--- src/rtl/core/abdd_pkg.sv ---
// ----------------------------------------------------------------------------
// Adaptive baseline deflection detector: shared definitions
// Widths, reset values, register indexes and the types that pass between the
// front end, the request queue and the back end.
// ----------------------------------------------------------------------------
package abdd_pkg;

  localparam int CHANNELS      = 6;
  localparam int CH_IDX_W      = (CHANNELS > 1) ? $clog2(CHANNELS) : 1;
  localparam int CHANNEL_W     = 3;
  localparam int SAMPLE_W      = 12;
  localparam int FRAC_W        = 8;
  localparam int Q_W           = SAMPLE_W + FRAC_W;
  localparam int TIME_W        = 32;
  localparam int ALPHA_W       = 9;
  localparam int THRESH_W      = 12;
  localparam int COOLDOWN_W    = 16;
  localparam int SCORE_W       = 10;
  localparam int SCORE_ENTRIES = 6;
  localparam int SCORE_TABLE_W = SCORE_W * SCORE_ENTRIES;
  localparam int CFG_DATA_W    = SCORE_TABLE_W;
  localparam int CFG_IDX_W     = 3;
  localparam int QUEUE_DEPTH   = 2;
  localparam int QPTR_W        = (QUEUE_DEPTH > 1) ? $clog2(QUEUE_DEPTH) : 1;
  localparam int QCNT_W        = $clog2(QUEUE_DEPTH + 1);

  localparam logic [Q_W-1:0]           BASE_RESET     = Q_W'(2048 << FRAC_W);
  localparam logic [ALPHA_W-1:0]       ALPHA_MAX      = ALPHA_W'(256);
  localparam logic [THRESH_W-1:0]      THRESH_RESET   = THRESH_W'(80);
  localparam logic [COOLDOWN_W-1:0]    COOLDOWN_RESET = COOLDOWN_W'(500);
  localparam logic [ALPHA_W-1:0]       ALPHA_N_RESET  = ALPHA_W'(26);
  localparam logic [ALPHA_W-1:0]       ALPHA_F_RESET  = ALPHA_W'(77);
  localparam logic [SCORE_TABLE_W-1:0] SCORE_RESET    =
    {10'd300, 10'd300, 10'd200, 10'd200, 10'd100, 10'd100};

  typedef enum logic [CFG_IDX_W-1:0] {
    REG_THRESHOLD   = 3'd0,
    REG_COOLDOWN    = 3'd1,
    REG_ALPHA_NORM  = 3'd2,
    REG_ALPHA_FAST  = 3'd3,
    REG_SCORE_TABLE = 3'd4
  } cfg_reg_t;

  typedef enum logic {
    OP_SAMPLE = 1'b0,
    OP_RESET  = 1'b1
  } op_t;

  typedef struct packed {
    logic [THRESH_W-1:0]      threshold;
    logic [COOLDOWN_W-1:0]    cooldown;
    logic [ALPHA_W-1:0]       alpha_normal;
    logic [ALPHA_W-1:0]       alpha_fast;
    logic [SCORE_TABLE_W-1:0] score_table;
  } cfg_t;

  // One classified request as it waits between front and back end.
  typedef struct packed {
    op_t                 op;
    logic [CH_IDX_W-1:0] idx;
    logic [SAMPLE_W-1:0] sample_x;
    logic [SAMPLE_W-1:0] sample_y;
    logic [TIME_W-1:0]   now_ms;
    logic [ALPHA_W-1:0]  alpha;
  } req_t;

endpackage

--- src/rtl/core/abdd_if.sv ---
// ----------------------------------------------------------------------------
// Adaptive baseline deflection detector: channel interfaces
// Valid/ready channels for incoming requests and outgoing hit results.
// ----------------------------------------------------------------------------
interface abdd_in_if;
  logic                               valid;
  logic                               ready;
  logic                               opcode;
  logic [abdd_pkg::CHANNEL_W-1:0]     channel;
  logic [abdd_pkg::SAMPLE_W-1:0]      sample_x;
  logic [abdd_pkg::SAMPLE_W-1:0]      sample_y;
  logic [abdd_pkg::TIME_W-1:0]        now_ms;
  logic                               fast_track;

  modport source (output valid, opcode, channel, sample_x, sample_y, now_ms, fast_track,
                  input ready);
  modport sink   (input valid, opcode, channel, sample_x, sample_y, now_ms, fast_track,
                  output ready);
endinterface

interface abdd_out_if;
  logic                           valid;
  logic                           ready;
  logic [abdd_pkg::CHANNEL_W-1:0] hit_channel;
  logic [abdd_pkg::SCORE_W-1:0]   hit_score;

  modport source (output valid, hit_channel, hit_score, input ready);
  modport sink   (input valid, hit_channel, hit_score, output ready);
endinterface

--- src/rtl/core/abdd_front.sv ---
// ----------------------------------------------------------------------------
// Adaptive baseline deflection detector: front end
// Accepts requests, drops samples for channels that do not exist and picks
// the averaging weight, clamped to one whole.
// ----------------------------------------------------------------------------
module abdd_front (
  abdd_in_if.sink            in_req,
  input  abdd_pkg::cfg_t     cfg,
  input  logic               q_ready,
  output logic               q_push,
  output abdd_pkg::req_t     q_req
);

  logic                         is_reset;
  logic                         in_range;
  logic [abdd_pkg::ALPHA_W-1:0] alpha_sel;

  assign is_reset  = (in_req.opcode == abdd_pkg::OP_RESET);
  assign in_range  = (32'(in_req.channel) < abdd_pkg::CHANNELS);
  assign alpha_sel = in_req.fast_track ? cfg.alpha_fast : cfg.alpha_normal;

  assign in_req.ready = q_ready;
  // Samples for absent channels leave no trace, so they never enter the queue.
  assign q_push = in_req.valid && q_ready && (is_reset || in_range);

  always_comb begin
    q_req.op       = is_reset ? abdd_pkg::OP_RESET : abdd_pkg::OP_SAMPLE;
    q_req.idx      = abdd_pkg::CH_IDX_W'(in_req.channel);
    q_req.sample_x = in_req.sample_x;
    q_req.sample_y = in_req.sample_y;
    q_req.now_ms   = in_req.now_ms;
    q_req.alpha    = (alpha_sel > abdd_pkg::ALPHA_MAX) ? abdd_pkg::ALPHA_MAX : alpha_sel;
  end

endmodule

--- src/rtl/core/abdd_queue.sv ---
// ----------------------------------------------------------------------------
// Adaptive baseline deflection detector: request queue
// Short first-in first-out buffer between front and back end.
// ----------------------------------------------------------------------------
module abdd_queue (
  input  logic           clk,
  input  logic           rst_n,
  input  logic           push,
  input  abdd_pkg::req_t push_req,
  output logic           push_ready,
  input  logic           pop,
  output logic           pop_valid,
  output abdd_pkg::req_t pop_req
);

  abdd_pkg::req_t                store_r [abdd_pkg::QUEUE_DEPTH];
  logic [abdd_pkg::QPTR_W-1:0]   wr_ptr_r, wr_ptr_nxt;
  logic [abdd_pkg::QPTR_W-1:0]   rd_ptr_r, rd_ptr_nxt;
  logic [abdd_pkg::QCNT_W-1:0]   count_r, count_nxt;
  logic                          do_pop;

  function automatic logic [abdd_pkg::QPTR_W-1:0] ptr_inc(
    input logic [abdd_pkg::QPTR_W-1:0] p
  );
    ptr_inc = (p == abdd_pkg::QPTR_W'(abdd_pkg::QUEUE_DEPTH - 1)) ? '0 : p + 1'b1;
  endfunction

  assign push_ready = rst_n && (count_r != abdd_pkg::QCNT_W'(abdd_pkg::QUEUE_DEPTH));
  assign pop_valid  = (count_r != '0);
  assign pop_req    = store_r[rd_ptr_r];
  assign do_pop     = pop && pop_valid;

  always_comb begin
    wr_ptr_nxt = push ? ptr_inc(wr_ptr_r) : wr_ptr_r;
    rd_ptr_nxt = do_pop ? ptr_inc(rd_ptr_r) : rd_ptr_r;
    count_nxt  = count_r;
    if (push && !do_pop) begin
      count_nxt = count_r + 1'b1;
    end else if (!push && do_pop) begin
      count_nxt = count_r - 1'b1;
    end
  end

  always_ff @(posedge clk) begin
    if (!rst_n) begin
      wr_ptr_r <= '0;
      rd_ptr_r <= '0;
      count_r  <= '0;
    end else begin
      wr_ptr_r <= wr_ptr_nxt;
      rd_ptr_r <= rd_ptr_nxt;
      count_r  <= count_nxt;
    end
  end

  always_ff @(posedge clk) begin
    if (push) begin
      store_r[wr_ptr_r] <= push_req;
    end
  end

endmodule

--- src/rtl/core/abdd_back.sv ---
// ----------------------------------------------------------------------------
// Adaptive baseline deflection detector: back end
// Holds the per-channel baselines and hit times, updates the averages,
// judges the deflection and the cooldown, and registers the hit result.
// ----------------------------------------------------------------------------
module abdd_back (
  input  logic             clk,
  input  logic             rst_n,
  input  abdd_pkg::cfg_t   cfg,
  input  logic             q_valid,
  input  abdd_pkg::req_t   q_req,
  output logic             q_pop,
  abdd_out_if.source       out_res
);

  localparam int DIFF_W = abdd_pkg::Q_W + 1;
  localparam int PROD_W = DIFF_W + abdd_pkg::ALPHA_W + 1;

  logic [abdd_pkg::Q_W-1:0]    baseline_x_r [abdd_pkg::CHANNELS];
  logic [abdd_pkg::Q_W-1:0]    baseline_y_r [abdd_pkg::CHANNELS];
  logic [abdd_pkg::TIME_W-1:0] last_hit_r   [abdd_pkg::CHANNELS];

  logic                             out_valid_r, out_valid_nxt;
  logic [abdd_pkg::CHANNEL_W-1:0]   out_channel_r, out_channel_nxt;
  logic [abdd_pkg::SCORE_W-1:0]     out_score_r, out_score_nxt;

  logic                             fire, is_sample, hit;
  logic [abdd_pkg::Q_W-1:0]         new_x, new_y;
  logic [abdd_pkg::TIME_W-1:0]      elapsed;
  logic                             dev_x_hit, dev_y_hit;

  // One axis of the average: new = old + floor(alpha * (sample - old) / 256).
  function automatic logic [abdd_pkg::Q_W-1:0] ema_step(
    input logic [abdd_pkg::Q_W-1:0]      old,
    input logic [abdd_pkg::SAMPLE_W-1:0] smp,
    input logic [abdd_pkg::ALPHA_W-1:0]  alpha
  );
    logic signed [DIFF_W-1:0]            diff;
    logic signed [abdd_pkg::ALPHA_W:0]   alpha_s;
    logic signed [PROD_W-1:0]            prod;
    diff     = $signed({1'b0, smp, abdd_pkg::FRAC_W'(0)}) - $signed({1'b0, old});
    alpha_s  = $signed({1'b0, alpha});
    prod     = diff * alpha_s;
    ema_step = old + prod[abdd_pkg::FRAC_W +: abdd_pkg::Q_W];
  endfunction

  // Whole-unit deviation magnitude above the threshold.
  function automatic logic dev_over(
    input logic [abdd_pkg::SAMPLE_W-1:0] smp,
    input logic [abdd_pkg::Q_W-1:0]      base,
    input logic [abdd_pkg::THRESH_W-1:0] thr
  );
    logic [DIFF_W-1:0] dev;
    logic [DIFF_W-1:0] mag;
    dev      = {1'b0, smp, abdd_pkg::FRAC_W'(0)} - {1'b0, base};
    mag      = dev[DIFF_W-1] ? (~dev + 1'b1) : dev;
    dev_over = mag[DIFF_W-1:abdd_pkg::FRAC_W] > {1'b0, thr};
  endfunction

  assign q_pop     = !out_valid_r || out_res.ready;
  assign fire      = q_pop && q_valid;
  assign is_sample = (q_req.op == abdd_pkg::OP_SAMPLE);

  assign new_x     = ema_step(baseline_x_r[q_req.idx], q_req.sample_x, q_req.alpha);
  assign new_y     = ema_step(baseline_y_r[q_req.idx], q_req.sample_y, q_req.alpha);
  assign dev_x_hit = dev_over(q_req.sample_x, new_x, cfg.threshold);
  assign dev_y_hit = dev_over(q_req.sample_y, new_y, cfg.threshold);
  assign elapsed   = q_req.now_ms - last_hit_r[q_req.idx];
  assign hit       = (dev_x_hit || dev_y_hit) &&
                     (elapsed > abdd_pkg::TIME_W'(cfg.cooldown));

  always_comb begin
    out_valid_nxt   = out_valid_r;
    out_channel_nxt = out_channel_r;
    out_score_nxt   = out_score_r;
    if (out_res.ready) begin
      out_valid_nxt = 1'b0;
    end
    if (fire && is_sample && hit) begin
      out_valid_nxt   = 1'b1;
      out_channel_nxt = abdd_pkg::CHANNEL_W'(q_req.idx);
      out_score_nxt   = (32'(q_req.idx) < abdd_pkg::SCORE_ENTRIES) ?
                        cfg.score_table[abdd_pkg::SCORE_W * q_req.idx +: abdd_pkg::SCORE_W] :
                        '0;
    end
  end

  always_ff @(posedge clk) begin
    if (!rst_n) begin
      out_valid_r <= 1'b0;
    end else begin
      out_valid_r <= out_valid_nxt;
    end
  end

  always_ff @(posedge clk) begin
    out_channel_r <= out_channel_nxt;
    out_score_r   <= out_score_nxt;
  end

  always_ff @(posedge clk) begin
    for (int i = 0; i < abdd_pkg::CHANNELS; i++) begin
      if (!rst_n || (fire && !is_sample)) begin
        baseline_x_r[i] <= abdd_pkg::BASE_RESET;
        baseline_y_r[i] <= abdd_pkg::BASE_RESET;
      end else if (fire && (q_req.idx == abdd_pkg::CH_IDX_W'(i))) begin
        baseline_x_r[i] <= new_x;
        baseline_y_r[i] <= new_y;
      end
      if (!rst_n) begin
        last_hit_r[i] <= '0;
      end else if (fire && is_sample && hit && (q_req.idx == abdd_pkg::CH_IDX_W'(i))) begin
        last_hit_r[i] <= q_req.now_ms;
      end
    end
  end

  assign out_res.valid       = out_valid_r;
  assign out_res.hit_channel = out_channel_r;
  assign out_res.hit_score   = out_score_r;

endmodule

--- src/rtl/core/adaptive_baseline_deflection_detector.sv ---
// ----------------------------------------------------------------------------
// Adaptive baseline deflection detector
// Per-channel two-axis baseline tracking with threshold and cooldown hits.
// ----------------------------------------------------------------------------
// The detector takes one request per clock cycle, indefinitely, as long as
// results are taken when offered. A sample request is accepted by the front
// end, which discards samples for channels that do not exist and picks the
// averaging weight, and is written into a two-entry queue. The back end takes
// one request from the queue per cycle while no result waits untaken, and
// does the whole per-channel update in that cycle: one 21 by 10 bit multiply
// per axis for the exponential average, a deviation compare against the
// threshold and a 32-bit wrapping time compare against the cooldown. The back
// end thus sets the rate. A hit passes through the queue storage and then the
// output register before it is presented; further requests keep flowing into
// the queue while a result waits, and the input only stalls once the queue
// is full. A baseline reset request travels the same path, so it takes
// effect in order with the samples around it and produces no result.
// Configuration registers are written through the plain write port and
// should only be changed while no request is in flight.
// ----------------------------------------------------------------------------
module adaptive_baseline_deflection_detector (
  input  logic                                clk,
  input  logic                                rst_n,
  abdd_in_if.sink                             in_req,
  abdd_out_if.source                          out_res,
  input  logic                                cfg_we,
  input  logic [abdd_pkg::CFG_IDX_W-1:0]      cfg_index,
  input  logic [abdd_pkg::CFG_DATA_W-1:0]     cfg_wdata
);

  abdd_pkg::cfg_t cfg_r, cfg_nxt;

  logic           q_push, q_ready, q_pop, q_valid;
  abdd_pkg::req_t push_req, pop_req;

  // Register file: each write takes the low bits of the write data.
  always_comb begin
    cfg_nxt = cfg_r;
    if (cfg_we) begin
      unique case (abdd_pkg::cfg_reg_t'(cfg_index))
        abdd_pkg::REG_THRESHOLD:   cfg_nxt.threshold    = cfg_wdata[abdd_pkg::THRESH_W-1:0];
        abdd_pkg::REG_COOLDOWN:    cfg_nxt.cooldown     = cfg_wdata[abdd_pkg::COOLDOWN_W-1:0];
        abdd_pkg::REG_ALPHA_NORM:  cfg_nxt.alpha_normal = cfg_wdata[abdd_pkg::ALPHA_W-1:0];
        abdd_pkg::REG_ALPHA_FAST:  cfg_nxt.alpha_fast   = cfg_wdata[abdd_pkg::ALPHA_W-1:0];
        abdd_pkg::REG_SCORE_TABLE: cfg_nxt.score_table  =
                                     cfg_wdata[abdd_pkg::SCORE_TABLE_W-1:0];
        default: begin
          // Writes to indexes beyond the register list are ignored.
        end
      endcase
    end
  end

  always_ff @(posedge clk) begin
    if (!rst_n) begin
      cfg_r.threshold    <= abdd_pkg::THRESH_RESET;
      cfg_r.cooldown     <= abdd_pkg::COOLDOWN_RESET;
      cfg_r.alpha_normal <= abdd_pkg::ALPHA_N_RESET;
      cfg_r.alpha_fast   <= abdd_pkg::ALPHA_F_RESET;
      cfg_r.score_table  <= abdd_pkg::SCORE_RESET;
    end else begin
      cfg_r <= cfg_nxt;
    end
  end

  // Front end: accept and classify.
  abdd_front u_front (
    .in_req  (in_req),
    .cfg     (cfg_r),
    .q_ready (q_ready),
    .q_push  (q_push),
    .q_req   (push_req)
  );

  // Decoupling queue, so that front and back end stall independently.
  abdd_queue u_queue (
    .clk        (clk),
    .rst_n      (rst_n),
    .push       (q_push),
    .push_req   (push_req),
    .push_ready (q_ready),
    .pop        (q_pop),
    .pop_valid  (q_valid),
    .pop_req    (pop_req)
  );

  // Back end: baseline update, hit decision and result register.
  abdd_back u_back (
    .clk     (clk),
    .rst_n   (rst_n),
    .cfg     (cfg_r),
    .q_valid (q_valid),
    .q_req   (pop_req),
    .q_pop   (q_pop),
    .out_res (out_res)
  );

endmodule

--- src/flat_wrapper.sv ---
// flat-port wrapper written by rule: the top's interface ports become plain ports
module adaptive_baseline_deflection_detector_flat 
  (clk, rst_n, cfg_we, cfg_index, cfg_wdata, in_req_valid, in_req_opcode, in_req_channel, in_req_sample_x, in_req_sample_y, in_req_now_ms, in_req_fast_track, in_req_ready, out_res_valid, out_res_hit_channel, out_res_hit_score, out_res_ready);
  abdd_in_if in_req_i ();
  abdd_out_if out_res_i ();
  input  logic clk;
  input  logic rst_n;
  input  logic cfg_we;
  input  logic [abdd_pkg::CFG_IDX_W-1:0] cfg_index;
  input  logic [abdd_pkg::CFG_DATA_W-1:0] cfg_wdata;
  input wire logic [$bits(in_req_i.valid)-1:0] in_req_valid;
  input wire logic [$bits(in_req_i.opcode)-1:0] in_req_opcode;
  input wire logic [$bits(in_req_i.channel)-1:0] in_req_channel;
  input wire logic [$bits(in_req_i.sample_x)-1:0] in_req_sample_x;
  input wire logic [$bits(in_req_i.sample_y)-1:0] in_req_sample_y;
  input wire logic [$bits(in_req_i.now_ms)-1:0] in_req_now_ms;
  input wire logic [$bits(in_req_i.fast_track)-1:0] in_req_fast_track;
  output wire logic [$bits(in_req_i.ready)-1:0] in_req_ready;
  output wire logic [$bits(out_res_i.valid)-1:0] out_res_valid;
  output wire logic [$bits(out_res_i.hit_channel)-1:0] out_res_hit_channel;
  output wire logic [$bits(out_res_i.hit_score)-1:0] out_res_hit_score;
  input wire logic [$bits(out_res_i.ready)-1:0] out_res_ready;
  assign in_req_i.valid = in_req_valid;
  assign in_req_i.opcode = in_req_opcode;
  assign in_req_i.channel = in_req_channel;
  assign in_req_i.sample_x = in_req_sample_x;
  assign in_req_i.sample_y = in_req_sample_y;
  assign in_req_i.now_ms = in_req_now_ms;
  assign in_req_i.fast_track = in_req_fast_track;
  assign in_req_ready = in_req_i.ready;
  assign out_res_valid = out_res_i.valid;
  assign out_res_hit_channel = out_res_i.hit_channel;
  assign out_res_hit_score = out_res_i.hit_score;
  assign out_res_i.ready = out_res_ready;
  adaptive_baseline_deflection_detector u_core (.clk(clk), .rst_n(rst_n), .in_req(in_req_i), .out_res(out_res_i), .cfg_we(cfg_we), .cfg_index(cfg_index), .cfg_wdata(cfg_wdata));
endmodule
--- config.mk ---
export PLATFORM = sky130hd
export DESIGN_NAME = adaptive_baseline_deflection_detector_flat
export DESIGN_NICKNAME = d
export VERILOG_FILES = /design/src/rtl/core/abdd_pkg.sv /design/src/rtl/core/abdd_if.sv /design/src/rtl/core/abdd_front.sv /design/src/rtl/core/abdd_queue.sv /design/src/rtl/core/abdd_back.sv /design/src/rtl/core/adaptive_baseline_deflection_detector.sv /design/src/flat_wrapper.sv
export SDC_FILE = /design/constraint.sdc
export NUM_CORES = 2
export LEC_CHECK = 0
export ABC_CLOCK_PERIOD_IN_PS = 17300
export BUFFER_PORTS_ARGS = -buffer_cell sky130_fd_sc_hd__buf_2
export CAP_MARGIN = 20
export CORE_UTILIZATION = 40
export DETAILED_ROUTE_END_ITERATION = 8
export GPL_ROUTABILITY_DRIVEN = 0
export HOLD_SLACK_MARGIN = 0.15
export PLACE_DENSITY = 0.54
export SLEW_MARGIN = 10
export SYNTH_ARGS = -nofsm -noshare
export SYNTH_HDL_FRONTEND = slang
export SYNTH_SLANG_ARGS = --single-unit
--- constraint.sdc ---
create_clock -name clk -period 17.3 [get_ports clk]
set_input_delay 3.46 -clock clk [delete_from_list [all_inputs] [get_ports clk]]
set_output_delay 3.46 -clock clk [all_outputs]
set_load 0.01 [all_outputs]
Word-level counts from Yosys, hierarchy flattened
Memory sizes are Yosys's and may differ from the RTL's. A register that Yosys moved wholly into a read port is not among the register bits.
Index checks and enable logic that the tools add are counted.
- output and inout port bits: 15
- memories: 4
- bits in registers: 124
- bits in writable memories: 570
- memories (name ; depth ; bits a word ; read ports ; clocked after memory_dff ; wr ports ; line ; text):
    u_core.u_back.last_hit_r ; 6 ; 32 ; 1 ; 0 ; 6 ; abdd_back.sv:21 ; logic [abdd_pkg::TIME_W-1:0] last_hit_r [abdd_pkg::CHANNELS];
    u_core.u_queue.store_r ; 2 ; 69 ; 1 ; 1 ; 1 ; abdd_queue.sv:16 ; abdd_pkg::req_t store_r [abdd_pkg::QUEUE_DEPTH];
    u_core.u_back.baseline_x_r ; 6 ; 20 ; 1 ; 0 ; 6 ; abdd_back.sv:19 ; logic [abdd_pkg::Q_W-1:0] baseline_x_r [abdd_pkg::CHANNELS];
    u_core.u_back.baseline_y_r ; 6 ; 20 ; 1 ; 0 ; 6 ; abdd_back.sv:20 ; logic [abdd_pkg::Q_W-1:0] baseline_y_r [abdd_pkg::CHANNELS];
- reductions and logical operators: 40
- shifts and indexed selects: 1
- equality and inequality tests: 10
- muxes and demuxes: 72
- add/sub/neg operators: 13
- order comparisons: 6
- multipliers: 3
- bitwise operators: 21
- operator list (kind ; number):
    2-to-1 mux 20 bit ; 12
    2-to-1 mux 32 bit ; 6
    subtractor 20 x 20 -> 21 bit ; 4
    indexed part select 60 x 8 -> 10 bit ; 1
    multiplier 21 x 10 -> 28 bit ; 2
    2-to-1 mux 1 bit ; 48
    adder 21 x 1 -> 21 bit, second input constant ; 2
    2-to-1 mux 21 bit ; 2
    NOT 21 bit ; 2
    adder 20 bit ; 2
    greater-than comparator 32 x 16 -> 1 bit ; 1
    subtractor 32 bit ; 1
    greater-than comparator 13 x 12 -> 1 bit ; 2
    logical AND 1 bit ; 22
    2-to-1 mux 9 bit ; 2
    OR 1 bit ; 18
    == test 3 x 2 -> 1 bit, second input constant ; 4
    AND reduction 2 bit ; 5
    == test 3 bit, second input constant ; 3
    greater-than comparator 9 bit, second input constant ; 1
    == test 3 x 1 -> 1 bit, second input constant ; 2
    logical NOT 3 bit ; 2
    < comparator 3 bit, second input constant ; 2
    multiplier 3 x 3 -> 6 bit, first input constant ; 1
    9 further kinds ; 19

Longest topological paths before layout
An unclocked memory read counts as a cell.
- word-level depth: 17
- mapped depth: 78

Hierarchy
A second synthesis with hierarchy kept.
- cell total of the unflattened synthesis: 4941
- area, all modules: 50327.0 um2
- by module, submodules not included (module ; seq. area each (um2) ; area each (um2) ; instances ; cells each):
    abdd_back ; 13382.8 ; 40157.3 ; 1 ; 4186
    abdd_queue ; 4244.1 ; 5242.5 ; 1 ; 238
    adaptive_baseline_deflection_detector ; 2122.0 ; 4217.8 ; 1 ; 427
    abdd_front ; 0.0 ; 709.4 ; 1 ; 90

Worst setup path before layout
No wires, ideal clock.
- path type: reg2reg
- start point: register with a tool-made name
- end point: memory u_core.u_back.last_hit_r[0][0] in the netlist's numbering (enable)
- setup time: 431 ps
- required time: 16869 ps
- clock period less this slack: 17314 ps
- path slack: -14 ps
- arrival time: 16883 ps
- buffers on the path: 12
- stages on the path, launching flop included: 75
- cell sequence: dfxtp_1 -> buf_6 -> mux2i_4 -> inv_2 -> buf_6 -> buf_2 -> buf_2 -> buf_1 -> buf_1 -> buf_1 -> clkbuf_1 -> mux2i_1 -> o21a_1 -> ha_1 -> or3_1 -> o31ai_1 -> xnor2_1 -> nand2_1 -> [... 39 more ...] -> xnor2_1 -> ha_1 -> nor2b_1 -> o21a_1 -> o21a_1 -> o21a_1 -> o21a_1 -> o21a_1 -> o21a_1 -> o21a_1 -> o21ai_0 -> nand2b_1 -> a211oi_1 -> o32ai_1 -> a41oi_1 -> buf_2 -> buf_2 -> o211ai_1
- RTL lines (what ; line):
    to (decl) ; abdd_back.sv:21

==> impl_metrics.toml <==
[floorplanning]
die_h_um = 361
rows = 131
die_x_um = 361
coreArea_um2 = 128000
dieArea_um2 = 130000
ios = 144
initial_core_util_pct = 40.3

[critical_path]
crit_type = "reg -> reg"
worstPathArrival_ns = 16.65
worst-r2r-setup-slack_ns = 0.99
worstPathRequired_ns = 17.64
slowest_delay_ns = 0.55
r2r_cells = 67
slowest_stage = "fa_1"
start_kind = "register"
crit_path_end = "u_core.u_back.last_hit_r[0][26]"
worstReg2RegEnd = "u_core.u_back.last_hit_r[0][26]"
cp-end-kind = "register"
path_max_fanout = 23
path_depth = 67
crit_top_cell = "a21o_1"
critPathBufInv = 9
cp_top_family = "compound AO/OA/AOI/OAI gates"

[logic_synthesis]
synth.area.mux_share_pct = 6.36
yosysUniqueCellTypes = 108
synth_compound_area_share_pct = 11.4
synthCells = 5206
syn-num-nets = 5894
synthFlopType = "edfxtp_1"
yosysSeqAreaShare_pct = 38.4
synth_xor_area_share_pct = 3.77
syn_area_um2 = 51400
yosysWarnings = 0
synth_edf_count = 583
yosys_register_bits = 695
synth-async-reset-ratio_pct = 0
yosys.area_share.simple_pct = 16.2
avgSynthCellArea_um2 = 9.88
synthAdderAreaFrac_pct = 17.9
synth_top_family_by_area = "adder cells"

[global_route]
grt_pass1_vias = 39200
grt_max_degree = 132
grt_pass1_wl_mm = 235
grtUsageTotal_pct = 23.1
overflow = 0
antenna_found_initial = 2

[finish]
final_common_cell = "nand2_1"
diodes = 0
syn_to_final_growth_pct = 11.2
fin_util_pct = 44.8
finalNetCount = 5977
fill_cells = 12200
drive_gt1_share_pct = 11.9
mostFrequentLayoutCells = "nand2_1 (625), nor2_1 (590), edfxtp_1 (583)"
final_area_um2 = 57200

[clocking]
holdBufCountCts = 0
clk_pin_slew_ns = 0.06
clock_latency_ns = 0.65
cts_root_buf = "clkbuf_16"
cts_made_buffers = 75
cts_sinks = 695
clk_path_buf_depth = 3
htreeDepth = 3
cts_tree = "done"

[job]
cap_violations = 0

[sta]
hold_violations = 0
period_needed_ns = 16.31
layout_setup_ws_ns = 0.985
tightest_slew_ns = 1.02
final.period_utilization_pct = 94.3
setup_viol = 0
drv_slew = 0
holdWs_ns = 0.460
fmax_mhz = 61.3
skew_ns = 0.0337
relSlewSlack_pct = 30.6

[route]
vias_per_cell = 5.56
wire_per_inst_um = 21.5
drc_errors = 0
finalWirelength_mm = 151
ant_nets = 0
first_iter_violations = 2973
firstDrtPassIters = 6
via_count = 39000

[outcome]
outcome = "complete, no violations"

[placement]
port_buffers = 143
dp_hpwl_mm = 106
post_dp_cell_area_um2 = 54400
pre_cts_slack_ns = 0.0230

[worst_hold_path]
hold_path.class = "reg -> reg"
[stage by stage]
step                cells  setup TNS (ns)
floorplan            5206               0
finish               7012               0
global route         7012         -0.0336
detailed placement   6862               0
CTS                  7003               0
global placement     6861               0
[sequential cells by signal, summed over array words and instances, names as in the netlist, named ones only]
| signal | flops |
|---|---|
| u_core.u_queue.count_r | 2 |
| u_core.u_queue.rd_ptr_r | 1 |
| u_core.u_queue.store_r | 138 |
| u_core.u_back.last_hit_r | 192 |
| u_core.u_queue.wr_ptr_r | 1 |
| u_core.u_back.out_res.hit_score | 10 |
| u_core.u_back.out_res.valid | 1 |
| u_core.cfg_r | 106 |
| u_core.u_back.baseline_x_r | 120 |
| u_core.u_back.out_res.hit_channel | 3 |
| u_core.u_back.baseline_y_r | 120 |
[tightest hold or removal path, cell delays in order (launching register included)]
cell      delay [ns]
dfxtp_1         0.31
nand2_1         0.05
a21boi_0        0.06
[cell usage after synthesis (all sizes together), types with 25 or more instances]
cell    count  share of area (%)
nand2     627                4.6
nor2      591                4.3
edfxtp    583                 34
inv       479                3.5
a21oi     316                3.1
fa        291                 11
ha        268                6.5
clkbuf    210                1.5
nand4     168                2.0
xnor2     161                2.8
nand3     131                1.3
dfxtp     112                4.4
mux2i     108                2.2
o21ai     108                1.1
buf        89               0.94
a21boi     82                1.2
mux4       76                3.3
nor3       68               0.67
a211oi     66                1.1
o21a       66               0.96
xor2       55               0.94
nor2b      46               0.56
a21o       45               0.66
mux2       40               0.88
and2       39               0.48
o211ai     33               0.48
a31oi      30               0.39
nand2b     25               0.30
[final cells by class]
class / instances / area (um2) / area share [%]
Timing Repair Buffer: 304 / 2070 / 3.62
Multi-Input combinational cell: 3731 / 28900 / 50.6
Clock inverter: 48 / 563 / 0.985
Clock buffer: 90 / 1980 / 3.46
Tap cell: 1662 / 2080 / 3.64
Inverter: 481 / 1820 / 3.18
Sequential cell: 695 / 19800 / 34.5
Timing Repair inverter: 1 / 8.76 / 0.0153
[metal layers]
layer / wire length [um] / global-route usage [%] / vias up
met5: 0 / 0 / -
met4: 3370 / 5.45 / 0
met3: 7840 / 2.54 / 182
met2: 73400 / 39.4 / 1076
met1: 66500 / 31.5 / 19400
li1: - / - / 18400
[repair_timing]
| item | in CTS | in global routing |
|---|---|---|
| gates resized for setup | 0 | 27 |
| gates cloned | 0 | 3 |
| pin swaps | 0 | 1 |
| endpoints found under the setup margin | 32 | 398 |
| setup buffers | 3 | 4 |
[kinds of logic (layout without fill, tap and decap cells)]
| group | count (synthesis) | count (layout) |
|---|---|---|
| xor gates and xnor gates | 217 | 217 |
| muxes | 224 | 224 |
| AOI/OAI and AO/OA | 888 | 888 |
| DFF | 695 | 695 |
| buffers and inverters | 780 | 924 |
| adders and majority gates | 562 | 562 |
| and+or+nand+nor | 1840 | 1840 |
[worst min path at each step]
stage / start / to / slack (ns) / cells past startpoint
after CTS: u_core.cfg_r[39] / u_core.cfg_r[39] / 0.47 / 2
after detailed placement: u_core.cfg_r[2] / u_core.cfg_r[2] / 0.45 / 2
after global routing: u_core.cfg_r[39] / u_core.cfg_r[39] / 0.48 / 2
final: u_core.cfg_r[39] / u_core.cfg_r[39] / 0.46 / 2
after floorplan: u_core.cfg_r[23] / u_core.cfg_r[23] / 0.44 / 2
after global placement: u_core.cfg_r[33] / u_core.cfg_r[33] / 0.45 / 2
Power is left out: the tool's default activity adds up to more than one toggle a clock period on the data nets, which glitch-free logic cannot reach.
